### src/websocket_frame_deframer_core_defines.svh
// Assertion macros for the WebSocket frame deframer.
// Included by the top level; depends on nothing else.
`ifndef WEBSOCKET_FRAME_DEFRAMER_CORE_DEFINES_SVH
`define WEBSOCKET_FRAME_DEFRAMER_CORE_DEFINES_SVH

// The consequent must hold in the same cycle as the antecedent.
`define WSDF_ASSERT_SAME(label, clk, rst, ante, cons, msg) \
   label: assert property (@(posedge clk) disable iff (rst) (ante) |-> (cons)) \
      else $error(msg);

// The consequent must hold in the cycle after the antecedent.
`define WSDF_ASSERT_NEXT(label, clk, rst, ante, cons, msg) \
   label: assert property (@(posedge clk) disable iff (rst) (ante) |=> (cons)) \
      else $error(msg);

`endif

### src/wsdf_pkg.sv
// Shared types and constants of the WebSocket frame deframer.
// Used by websocket_frame_deframer_core; depends on nothing.
`default_nettype none

package wsdf_pkg;

   typedef enum logic [2:0] {
      PH_HDR0,
      PH_HDR1,
      PH_EXTLEN,
      PH_KEY,
      PH_PAYLOAD,
      PH_SKIP
   } phase_type;

   typedef enum logic [1:0] {
      VERDICT_OK,
      VERDICT_INCOMPLETE,
      VERDICT_CLOSE,
      VERDICT_IGNORED
   } verdict_type;

   localparam logic [3:0] OP_CLOSE = 4'h8;
   localparam logic [3:0] OP_TEXT  = 4'h1;

   localparam logic [6:0] LEN7_EXT16 = 7'd126;
   localparam logic [6:0] LEN7_EXT64 = 7'd127;

   localparam logic [3:0] EXT16_BYTES  = 4'd2;
   localparam logic [3:0] EXT64_BYTES  = 4'd8;
   localparam logic [3:0] MASK_KEY_LEN = 4'd4;

   localparam int unsigned RESULT_DEPTH = 4;
   localparam int unsigned RESULT_PTR_W = 2;
   localparam int unsigned RESULT_CNT_W = 3;

   typedef struct packed {
      logic [7:0] payload_byte;
      logic       is_status;
      logic [1:0] status;
   } result_type;

endpackage

`default_nettype wire

### src/websocket_frame_deframer_core.sv
// Top level of the WebSocket frame deframer: header parser, unmasking and result queue.
// Depends on wsdf_pkg and websocket_frame_deframer_core_defines.svh.
//
//   channel | direction | handshake            | beat
//   req     | in        | req_valid, req_stall | buffer_byte, buffer_end
//   rsp     | out       | rsp_valid, rsp_stall | payload_byte, is_status, status
//
// One byte is taken per cycle while req_stall is low; its results enter a four-entry result queue at the same edge.
// A byte yields at most two results, so req_stall rises while fewer than two slots are free.
// The first result of a byte can leave on the cycle after the byte is taken.
// Reset is synchronous and returns the parser to the first header byte with an empty queue.
// Stalls on rsp back up only through the queue fill level.
`default_nettype none
`include "websocket_frame_deframer_core_defines.svh"

module websocket_frame_deframer_core (
   input  logic       clock,
   input  logic       reset,
   input  logic       req_valid,
   output logic       req_stall,
   input  logic [7:0] req_buffer_byte,
   input  logic       req_buffer_end,
   output logic       rsp_valid,
   input  logic       rsp_stall,
   output logic [7:0] rsp_payload_byte,
   output logic       rsp_is_status,
   output logic [1:0] rsp_status
);

   wsdf_pkg::phase_type   phase_ff, phase_in;
   wsdf_pkg::verdict_type verdict_ff, verdict_in, verdict_step;
   logic [3:0]            opcode_ff, opcode_in;
   logic                  mask_ff, mask_in;
   logic [63:0]           len_ff, len_in;
   logic [3:0]            hdr_cnt_ff, hdr_cnt_in;
   logic [31:0]           key_ff, key_in;
   logic [1:0]            kidx_ff, kidx_in;

   logic        accept;
   logic [6:0]  len7;
   logic [63:0] ext_len;
   logic        finish_len;
   logic        start_payload;
   logic        new_len_zero;
   logic [7:0]  key_byte;

   wsdf_pkg::result_type fifo_ff [wsdf_pkg::RESULT_DEPTH];
   logic [wsdf_pkg::RESULT_PTR_W-1:0] wr_ff, wr_in, rd_ff, rd_in, wr_next_ptr;
   logic [wsdf_pkg::RESULT_CNT_W-1:0] cnt_ff, cnt_in;
   wsdf_pkg::result_type first_res, second_res;
   logic       push_first, push_second, pop;
   logic [1:0] push_cnt;

   assign accept  = req_valid && !req_stall;
   assign len7    = req_buffer_byte[6:0];
   assign ext_len = {len_ff[55:0], req_buffer_byte};

   always_comb begin
      phase_in      = phase_ff;
      verdict_step  = verdict_ff;
      opcode_in     = opcode_ff;
      mask_in       = mask_ff;
      len_in        = len_ff;
      hdr_cnt_in    = hdr_cnt_ff;
      key_in        = key_ff;
      kidx_in       = kidx_ff;
      finish_len    = 1'b0;
      start_payload = 1'b0;
      new_len_zero  = 1'b0;
      if (accept) begin
         unique case (phase_ff)
            wsdf_pkg::PH_HDR0: begin
               opcode_in = req_buffer_byte[3:0];
               phase_in  = wsdf_pkg::PH_HDR1;
            end
            wsdf_pkg::PH_HDR1: begin
               mask_in = req_buffer_byte[7];
               key_in  = '0;
               if (len7 == wsdf_pkg::LEN7_EXT16) begin
                  len_in     = '0;
                  hdr_cnt_in = wsdf_pkg::EXT16_BYTES;
                  phase_in   = wsdf_pkg::PH_EXTLEN;
               end else if (len7 == wsdf_pkg::LEN7_EXT64) begin
                  len_in     = '0;
                  hdr_cnt_in = wsdf_pkg::EXT64_BYTES;
                  phase_in   = wsdf_pkg::PH_EXTLEN;
               end else begin
                  len_in       = {57'd0, len7};
                  finish_len   = 1'b1;
                  new_len_zero = (len7 == 7'd0);
               end
            end
            wsdf_pkg::PH_EXTLEN: begin
               len_in     = ext_len;
               hdr_cnt_in = hdr_cnt_ff - 4'd1;
               if (hdr_cnt_ff == 4'd1) begin
                  finish_len   = 1'b1;
                  new_len_zero = (ext_len == 64'd0);
               end
            end
            wsdf_pkg::PH_KEY: begin
               key_in     = {key_ff[23:0], req_buffer_byte};
               hdr_cnt_in = hdr_cnt_ff - 4'd1;
               if (hdr_cnt_ff == 4'd1) begin
                  start_payload = 1'b1;
                  new_len_zero  = (len_ff == 64'd0);
               end
            end
            wsdf_pkg::PH_PAYLOAD: begin
               len_in  = len_ff - 64'd1;
               kidx_in = kidx_ff + 2'd1;
               if (len_ff == 64'd1) begin
                  verdict_step = wsdf_pkg::VERDICT_OK;
                  phase_in     = wsdf_pkg::PH_SKIP;
               end
            end
            default: begin
            end
         endcase
         if (finish_len) begin
            priority if (opcode_ff == wsdf_pkg::OP_CLOSE) begin
               verdict_step = wsdf_pkg::VERDICT_CLOSE;
               phase_in     = wsdf_pkg::PH_SKIP;
            end else if (opcode_ff != wsdf_pkg::OP_TEXT) begin
               verdict_step = wsdf_pkg::VERDICT_IGNORED;
               phase_in     = wsdf_pkg::PH_SKIP;
            end else if (mask_in) begin
               hdr_cnt_in = wsdf_pkg::MASK_KEY_LEN;
               phase_in   = wsdf_pkg::PH_KEY;
            end else begin
               start_payload = 1'b1;
            end
         end
         if (start_payload) begin
            kidx_in = 2'd0;
            if (new_len_zero) begin
               verdict_step = wsdf_pkg::VERDICT_OK;
               phase_in     = wsdf_pkg::PH_SKIP;
            end else begin
               phase_in = wsdf_pkg::PH_PAYLOAD;
            end
         end
         if (req_buffer_end) begin
            phase_in = wsdf_pkg::PH_HDR0;
         end
      end
   end

   assign verdict_in = (accept && req_buffer_end) ? wsdf_pkg::VERDICT_INCOMPLETE : verdict_step;

   always_comb begin
      unique case (kidx_ff)
         2'd0:    key_byte = key_ff[31:24];
         2'd1:    key_byte = key_ff[23:16];
         2'd2:    key_byte = key_ff[15:8];
         default: key_byte = key_ff[7:0];
      endcase
   end

   // Results of the current beat: a payload byte first, then the status.
   always_comb begin
      first_res   = '0;
      second_res  = '0;
      push_first  = 1'b0;
      push_second = 1'b0;
      if (accept) begin
         if (phase_ff == wsdf_pkg::PH_PAYLOAD) begin
            push_first               = 1'b1;
            first_res.payload_byte   = req_buffer_byte ^ key_byte;
            if (req_buffer_end) begin
               push_second          = 1'b1;
               second_res.is_status = 1'b1;
               second_res.status    = verdict_step;
            end
         end else if (req_buffer_end) begin
            push_first          = 1'b1;
            first_res.is_status = 1'b1;
            first_res.status    = verdict_step;
         end
      end
   end

   assign push_cnt    = {1'b0, push_first} + {1'b0, push_second};
   assign pop         = rsp_valid && !rsp_stall;
   assign wr_next_ptr = wr_ff + wsdf_pkg::RESULT_PTR_W'(1);
   assign wr_in       = wr_ff + push_cnt;
   assign rd_in       = rd_ff + {1'b0, pop};
   assign cnt_in      = cnt_ff + {1'b0, push_cnt} - {2'b00, pop};

   assign req_stall        = cnt_ff > wsdf_pkg::RESULT_CNT_W'(wsdf_pkg::RESULT_DEPTH - 2);
   assign rsp_valid        = cnt_ff != '0;
   assign rsp_payload_byte = fifo_ff[rd_ff].payload_byte;
   assign rsp_is_status    = fifo_ff[rd_ff].is_status;
   assign rsp_status       = fifo_ff[rd_ff].status;

   always_ff @(posedge clock) begin
      if (reset) begin
         phase_ff   <= wsdf_pkg::PH_HDR0;
         verdict_ff <= wsdf_pkg::VERDICT_INCOMPLETE;
         wr_ff      <= '0;
         rd_ff      <= '0;
         cnt_ff     <= '0;
      end else begin
         phase_ff   <= phase_in;
         verdict_ff <= verdict_in;
         wr_ff      <= wr_in;
         rd_ff      <= rd_in;
         cnt_ff     <= cnt_in;
      end
   end

   always_ff @(posedge clock) begin
      opcode_ff  <= opcode_in;
      mask_ff    <= mask_in;
      len_ff     <= len_in;
      hdr_cnt_ff <= hdr_cnt_in;
      key_ff     <= key_in;
      kidx_ff    <= kidx_in;
      if (push_first) begin
         fifo_ff[wr_ff] <= first_res;
      end
      if (push_second) begin
         fifo_ff[wr_next_ptr] <= second_res;
      end
   end

   `WSDF_ASSERT_SAME(a_queue_bound, clock, reset, 1'b1,
      cnt_ff <= wsdf_pkg::RESULT_CNT_W'(wsdf_pkg::RESULT_DEPTH), "result queue overfilled")
   `WSDF_ASSERT_NEXT(a_end_restarts, clock, reset, accept && req_buffer_end,
      phase_ff == wsdf_pkg::PH_HDR0 && verdict_ff == wsdf_pkg::VERDICT_INCOMPLETE,
      "buffer end did not restart the parser")
   `WSDF_ASSERT_NEXT(a_payload_queued, clock, reset, accept && phase_ff == wsdf_pkg::PH_PAYLOAD,
      rsp_valid, "payload beat left no result")

endmodule

`default_nettype wire
### config.mk
export PLATFORM = sky130hd
export DESIGN_NAME = websocket_frame_deframer_core
export DESIGN_NICKNAME = d
export VERILOG_FILES = /design/src/wsdf_pkg.sv /design/src/websocket_frame_deframer_core.sv
export VERILOG_INCLUDE_DIRS = /design/src /design/src/src
export SDC_FILE = /design/constraint.sdc
export NUM_CORES = 1
export LEC_CHECK = 0
export BUFFER_PORTS_ARGS = -buffer_cell sky130_fd_sc_hd__buf_2
export CORE_MARGIN = 2
export CORE_UTILIZATION = 50
export CTS_BUF_LIST = sky130_fd_sc_hd__clkbuf_4 sky130_fd_sc_hd__clkbuf_8
export DETAILED_ROUTE_END_ITERATION = 16
export GPL_TIMING_DRIVEN = 0
export HOLD_SLACK_MARGIN = 0.1
export PLACE_DENSITY_LB_ADDON = 0.1
export SLEW_MARGIN = 20
export SYNTH_ARGS = -nofsm -noshare
export SYNTH_HDL_FRONTEND = slang
export SYNTH_SLANG_ARGS = --single-unit
### constraint.sdc
create_clock -name clock -period 9.29 [get_ports clock]
set_clock_uncertainty 0.05 [all_clocks]
set_input_delay 1.3935 -clock clock [delete_from_list [all_inputs] [get_ports clock]]
set_output_delay 1.3935 -clock clock [all_outputs]
set_load 0.01 [all_outputs]
==> Yosys cells after proc, flatten, opt, wreduce, memory -nomap -nowiden <==
Memory sizes are Yosys's and may differ from the RTL's. A register that Yosys moved wholly into a read port is not among the register bits.
Index checks and enable logic that the tools add are counted.
W data, S select, Z words.
{ "classes": {"magnitude_cmp": 1, "n_div": 0, "n_eq_ne": 12, "mux": 67, "n_shift": 0, "addsub": 9, "reduce_logical": 20, "n_bitwise": 1, "multipliers": 0} }
{ "op_table": {"columns": ["cell", "count"], "rows": [
  ["$pmux W64 S3", 1],
  ["$logic_not A64 Y1", 2],
  ["$eq A64 B1 Y1 const B", 1],
  ["$pmux W32 S2", 1],
  ["$sub A64 B1 Y64 const B", 1],
  ["$mux W3", 13],
  ["$mux W1", 27],
  ["$mux W4", 6],
  ["$pmux W8 S3", 1],
  ["$mux W2", 10],
  ["$eq A7 B7 Y1 const B", 2],
  ["$mux W7", 2],
  ["$mux W11", 1],
  ["$pmux W3 S3", 1],
  ["$mux W8", 1],
  ["$pmux W4 S2", 1],
  ["$reduce_and A2 Y1", 4],
  ["$xor A8 B8 Y8", 1],
  ["$logic_not A7 Y1", 1],
  ["$eq A3 B2 Y1 const B", 2],
  ["$reduce_bool A3 Y1", 2],
  ["$add A2 B1 Y2 const B", 2],
  ["$eq A4 B1 Y1 const B", 1],
  ["$eq A4 B4 Y1 const B", 1],
  ["20 further kinds", 25]
]} }
{ "totals": {"mem_bits_rw": 44, "word_cells": 122, "n_memories": 1, "latch_bits": 0, "regBits": 119, "out_inout_bits": 13, "mem_bits_ro": 0} }
{ "mem_list": {"columns": ["name", "depth", "word_bits", "rd", "rd_ports_with_merged_regs", "wr", "line_no", "source"], "rows": [
  ["fifo_ff", 4, 11, 1, 1, 2, "websocket_frame_deframer_core.sv:47", "wsdf_pkg::result_type fifo_ff [wsdf_pkg::RESULT_DEPTH];"]
]} }

==> Logic depth before layout (Yosys ltp) <==
{ "depth": {"depth_word": 14, "mapped_depth": 15, "ltp_nobuf": 14} }

==> Worst setup path before layout <==
Ideal clock, no wire load.
{ "synth_path": {"kind": "input-to-reg", "from": "input port req_valid", "to": "register len_ff[0], enable pin", "t_required_ns": 8.716, "setup_ns": 0.524, "t_arrival_ns": 4.912, "slack_ns": 3.803, "stages": 3, "path_cell_list": "nand2_1 > clkbuf_1 > a31oi_1"} }
{ "synth_between": {"elab_chain_len": 2} }
{ "synth_rtl": {"columns": ["element", "line_no", "source"], "rows": [
  ["start: declaration", "websocket_frame_deframer_core.sv:19", "input logic req_valid,"],
  ["$logic_and A1 B1 Y1", "websocket_frame_deframer_core.sv:54", "assign accept = req_valid && !req_stall;"],
  ["$reduce_and A2 Y1 (no line)", null, null],
  ["end signal: assignment", "websocket_frame_deframer_core.sv:215", "len_ff <= len_in;"],
  ["end: declaration", "websocket_frame_deframer_core.sv:34", "logic [63:0] len_ff, len_in;"]
]} }
Every way passes these cells.
A chain may end at the register's enable or synchronous reset.

==> Worst setup path in the final report <==
{ "layout_path": {"from": "input port req_valid", "to": "register cnt_ff[2] in the netlist's numbering"} }
{ "layout_between": {"elab_chain_len": 5, "elab_cells_between_ends": 6, "cone_classes": "add/sub: 3; mux: 2; reduce/logical: 1"} }
{ "layout_rtl": {"columns": ["element", "line_no", "source"], "rows": [
  ["$logic_and A1 B1 Y1 *", "websocket_frame_deframer_core.sv:54", null],
  ["net accept", "websocket_frame_deframer_core.sv:39", "logic accept;"],
  ["$mux W1", "websocket_frame_deframer_core.sv:166", "if (accept) begin"],
  ["$add A1 B1 Y2 *", "websocket_frame_deframer_core.sv:183", "assign push_cnt = {1'b0, push_first} + {1'b0, push_second};"],
  ["$add A3 B2 Y3 *", "websocket_frame_deframer_core.sv:188", "assign cnt_in = cnt_ff + {1'b0, push_cnt} - {2'b00, pop};"],
  ["$sub A3 B1 Y3 *", "websocket_frame_deframer_core.sv:188", null],
  ["end signal: assignment", "websocket_frame_deframer_core.sv:208", "cnt_ff <= cnt_in;"],
  ["end: declaration", "websocket_frame_deframer_core.sv:49", "logic [wsdf_pkg::RESULT_CNT_W-1:0] cnt_ff, cnt_in;"]
]} }
Mark *: on every way through the listed nets, which the timed path passes. The rest lies on a longest branch.

==> flow_summary.yaml <==
run_status:
  status: "finished clean"
logic_synthesis:
  yosys.area.top_type_share_pct: 41.2
  async_reset_ff_share_pct: 0
  synth_ff_type: "edfxtp_1"
  synth_nets: 881
  synth_fa_ha_area_share_pct: 2.51
  post_synth.cell_area_avg_sq_um: 10.2
  muxShareOfSynthArea_pct: 3.48
  synth-seq-area-share_pct: 51.4
  synth_edf_count: 119
  synth_cells: 852
  ys_types: 66
  synthTopCellsByArea: "edfxtp_1, dfxtp_1, nand2_1"
  ys.warnings.count: 0
  synth_top_area_cell: "edfxtp_1"
  synth_seq_cells: 163
  synthesis.area_sq_um: 8670
  synth_top_family_by_area: "simple AND/OR/NAND/NOR gates"
  synth-compound-area-share_pct: 11.8
  synth_xor_area_share_pct: 7.07
  synth-simple-area-share_pct: 20.6
setup_path:
  worstSetupPathType: "in2reg"
  crit_chain: "buf_2, nand2_1, inv_1, clkbuf_1, and3_1, ha_1, inv_1, ha_1, inv_1, ha_1, inv_1, fa_1, xnor2_1, xnor2_1, nor2_1"
  required_ns: 9.59
  slowest_delay_ns: 0.61
  worst-path-max-fanout: 14
  critPathLaunchType: "input port"
  end_kind: "flip-flop"
  crit_top_cell: "inv_1"
  worstPathArrival_ns: 4.08
  cp_slowest_cell: "clkbuf_1"
  critical-path-top-delay-family: "buffers and inverters"
  path_buf_inv: 6
timing:
  tightestPinTransition_ns: 1.16
  fin_tns_setup_ns: 0
  fin_crit_ns: 3.78
  clock.fmax_mhz: 265
  slew_headroom_pct: 22.2
  fin_crit_sh_pct: 40.6
  finalSetupViolations: 0
  whs_ns: 0.421
  hold_viol_final: 0
  rsz0062_at_grt: "false"
  finalMaxSlewViolations: 0
finish:
  instances_no_fill: 1134
  final_layout_size_suffix_gt1_share_pct: 9.79
  final_nets: 925
  antennaDiodeCount: 0
  syn2layout_area_growth_pct: 10.8
  final_util_pct: 56.1
clock_network:
  htreeDepth: 4
  cts_made_buffers: 17
  cts_resized: 0
  clock-sinks: 163
  holdBufCountCts: 0
  tritoncts: "built"
  cts_root_buf: "clkbuf_8"
  cts.path.max_buffers: 2
  clk-insertion-delay-late_ns: 0.48
  clk_pin_slew_worst_paths_ns: 0.10
  post_cts_buffers: 0
pwr:
  combinationalPowerShare_pct: 15.7
  seqPwrFrac_pct: 50.8
  vdd_drop_max_mv: 0.113
  total_power_uw: 1760
  p_leak_uw: 0.00316
  swShare_pct: 29.0
  clkPwrFrac_pct: 33.5
  internal_power_uw: 1250
  powerDensity_nw_per_um2: 183
  net-switching-power_uw: 510
route:
  wl_mm: 22.0
  wl_per_cell_um: 19.4
  vias: 6751
  drtIter0Drc: 526
  via_per_inst: 5.95
  drtAntennaViolNets: 0
  drtPass1Iterations: 6
  drc: 0
place:
  gp_congestion: 0.922
  hpwl_mm: 15.6
  portBuffers: 22
  dp.cells: 1102
floorplanning:
  die-area_sq_um: 18400
  die_w_um: 136
  rows: 48
  ios: 26
  die_h_um: 136
  start_util_pct: 50.6
  core_area_sq_um: 17100
global_routing:
  grt_overflow: 0
  grtUsageTotal_pct: 25.2
  grt_start_max_net_pins: 33
  grt_pass1_vias: 6870
  antenna_found_initial: 0
  grt_pass1_wl_mm: 35.8
hold_path:
  hold_class: "reg2reg"
run:
  drv_cap: 0
## Yosys cell counts (4+ instances only)
master	instances
a32oi_1	4
nand2_1	123
xnor2_1	38
o21ai_1	19
nor4_1	21
dfxtp_1	44
nor2b_1	8
o21ai_0	68
a21o_1	4
mux4_2	11
o22ai_1	6
o2bb2ai_1	16
nand3_1	9
nand4_1	13
edfxtp_1	119
ha_1	15
nor3_1	31
inv_1	28
nor2_1	65
and2_1	33
xor2_1	32
or4_1	6
a31oi_1	4
a222oi_1	8
clkbuf_1	37
a21oi_1	14
or3_1	14
## worst reg2reg max path, delay by kind of cell (launching register included)
| family | cells | cell delay [ns] |
|---|---|---|
| DFF | 1 | 0.49 |
| and+or+nand+nor | 4 | 2.55 |
| xor gates and xnor gates | 1 | 0.15 |
| AOI/OAI and AO/OA | 1 | 0.08 |
## metal layers
metal,share of wire (%),vias to the layer above,GRT usage [%],wire [um]
met5,0,-,0,0
met2,51,219,43.6,11200
met1,42,3292,31.8,9290
met4,1.9,0,8.51,419
li1,-,3202,-,-
met3,5.0,38,4.90,1090
## power groups by stage
stage	combinational (uW)	sequential, uW	clock (uW)
after floorplan	195	896	0
after global placement	257	910	0
after detailed placement	275	907	0
after CTS	277	890	593
after global routing	306	899	622
final	276	891	589
## layout make-up
class | count | area [sq um]
fill | 1532 | 7510
sequential | 163 | 4450
multi-input combinational | 618 | 3950
tap | 225 | 282
clock buffer | 19 | 262
timing repair buffer | 25 | 193
clock inverter | 13 | 183
buffer | 43 | 171
inverter | 28 | 105
## final timing paths
path | from | to | slack [ns] | cells past startpoint
worst max-delay path | req_valid | cnt_ff[2] | 5.51 | 15
worst min-delay path | fifo_ff[1][10] | fifo_ff[1][10] | 0.42 | 2
worst max register to register | len_ff[2] | len_ff[33] | 5.70 | 6
worst min register to register | fifo_ff[1][10] | fifo_ff[1][10] | 0.42 | 2
## metrics by stage
stage          worst slack (ns)  instance area, sq um
4_1_cts                    5.49                  9600
2_1_floorplan              3.80                  8670
6_report                   5.51                  9600
3_3_place_gp               1.98                  9060
3_5_place_dp               5.04                  9160
5_1_grt                    5.37                  9600
## cell usage in the layout (no fill, tap or decap), types with 19 or more instances in the layout
cell and n:
and2_1 33, buf_2 24, clkbuf_1 37, clkbuf_8 19, dfxtp_1 44, edfxtp_1 119
inv_1 28, nand2_1 123, nor2_1 65, nor3_1 31, nor4_1 21, o21ai_0 68
o21ai_1 19, xnor2_1 38, xor2_1 32
## logic make-up (layout without fill, tap and decap cells)
kind of cell | count (synthesis) | after routing
buffers and inverters | 71 | 128
adders and majority gates | 17 | 17
and+or+nand+nor | 353 | 353
muxes | 16 | 16
DFF | 163 | 163
AOI/OAI and AO/OA | 162 | 162
xor gates and xnor gates | 70 | 70
## registers in the layout, summed over array words and instances (netlist names)
name	count
len_ff	64
fifo_ff	44
key_ff	32
hdr_cnt_ff	4
opcode_ff	4
cnt_ff	3
phase_ff	3
kidx_ff	2
rd_ff	2
verdict_ff	2
wr_ff	2
mask_ff	1
Note: power is estimated with default switching activity, not from simulation.
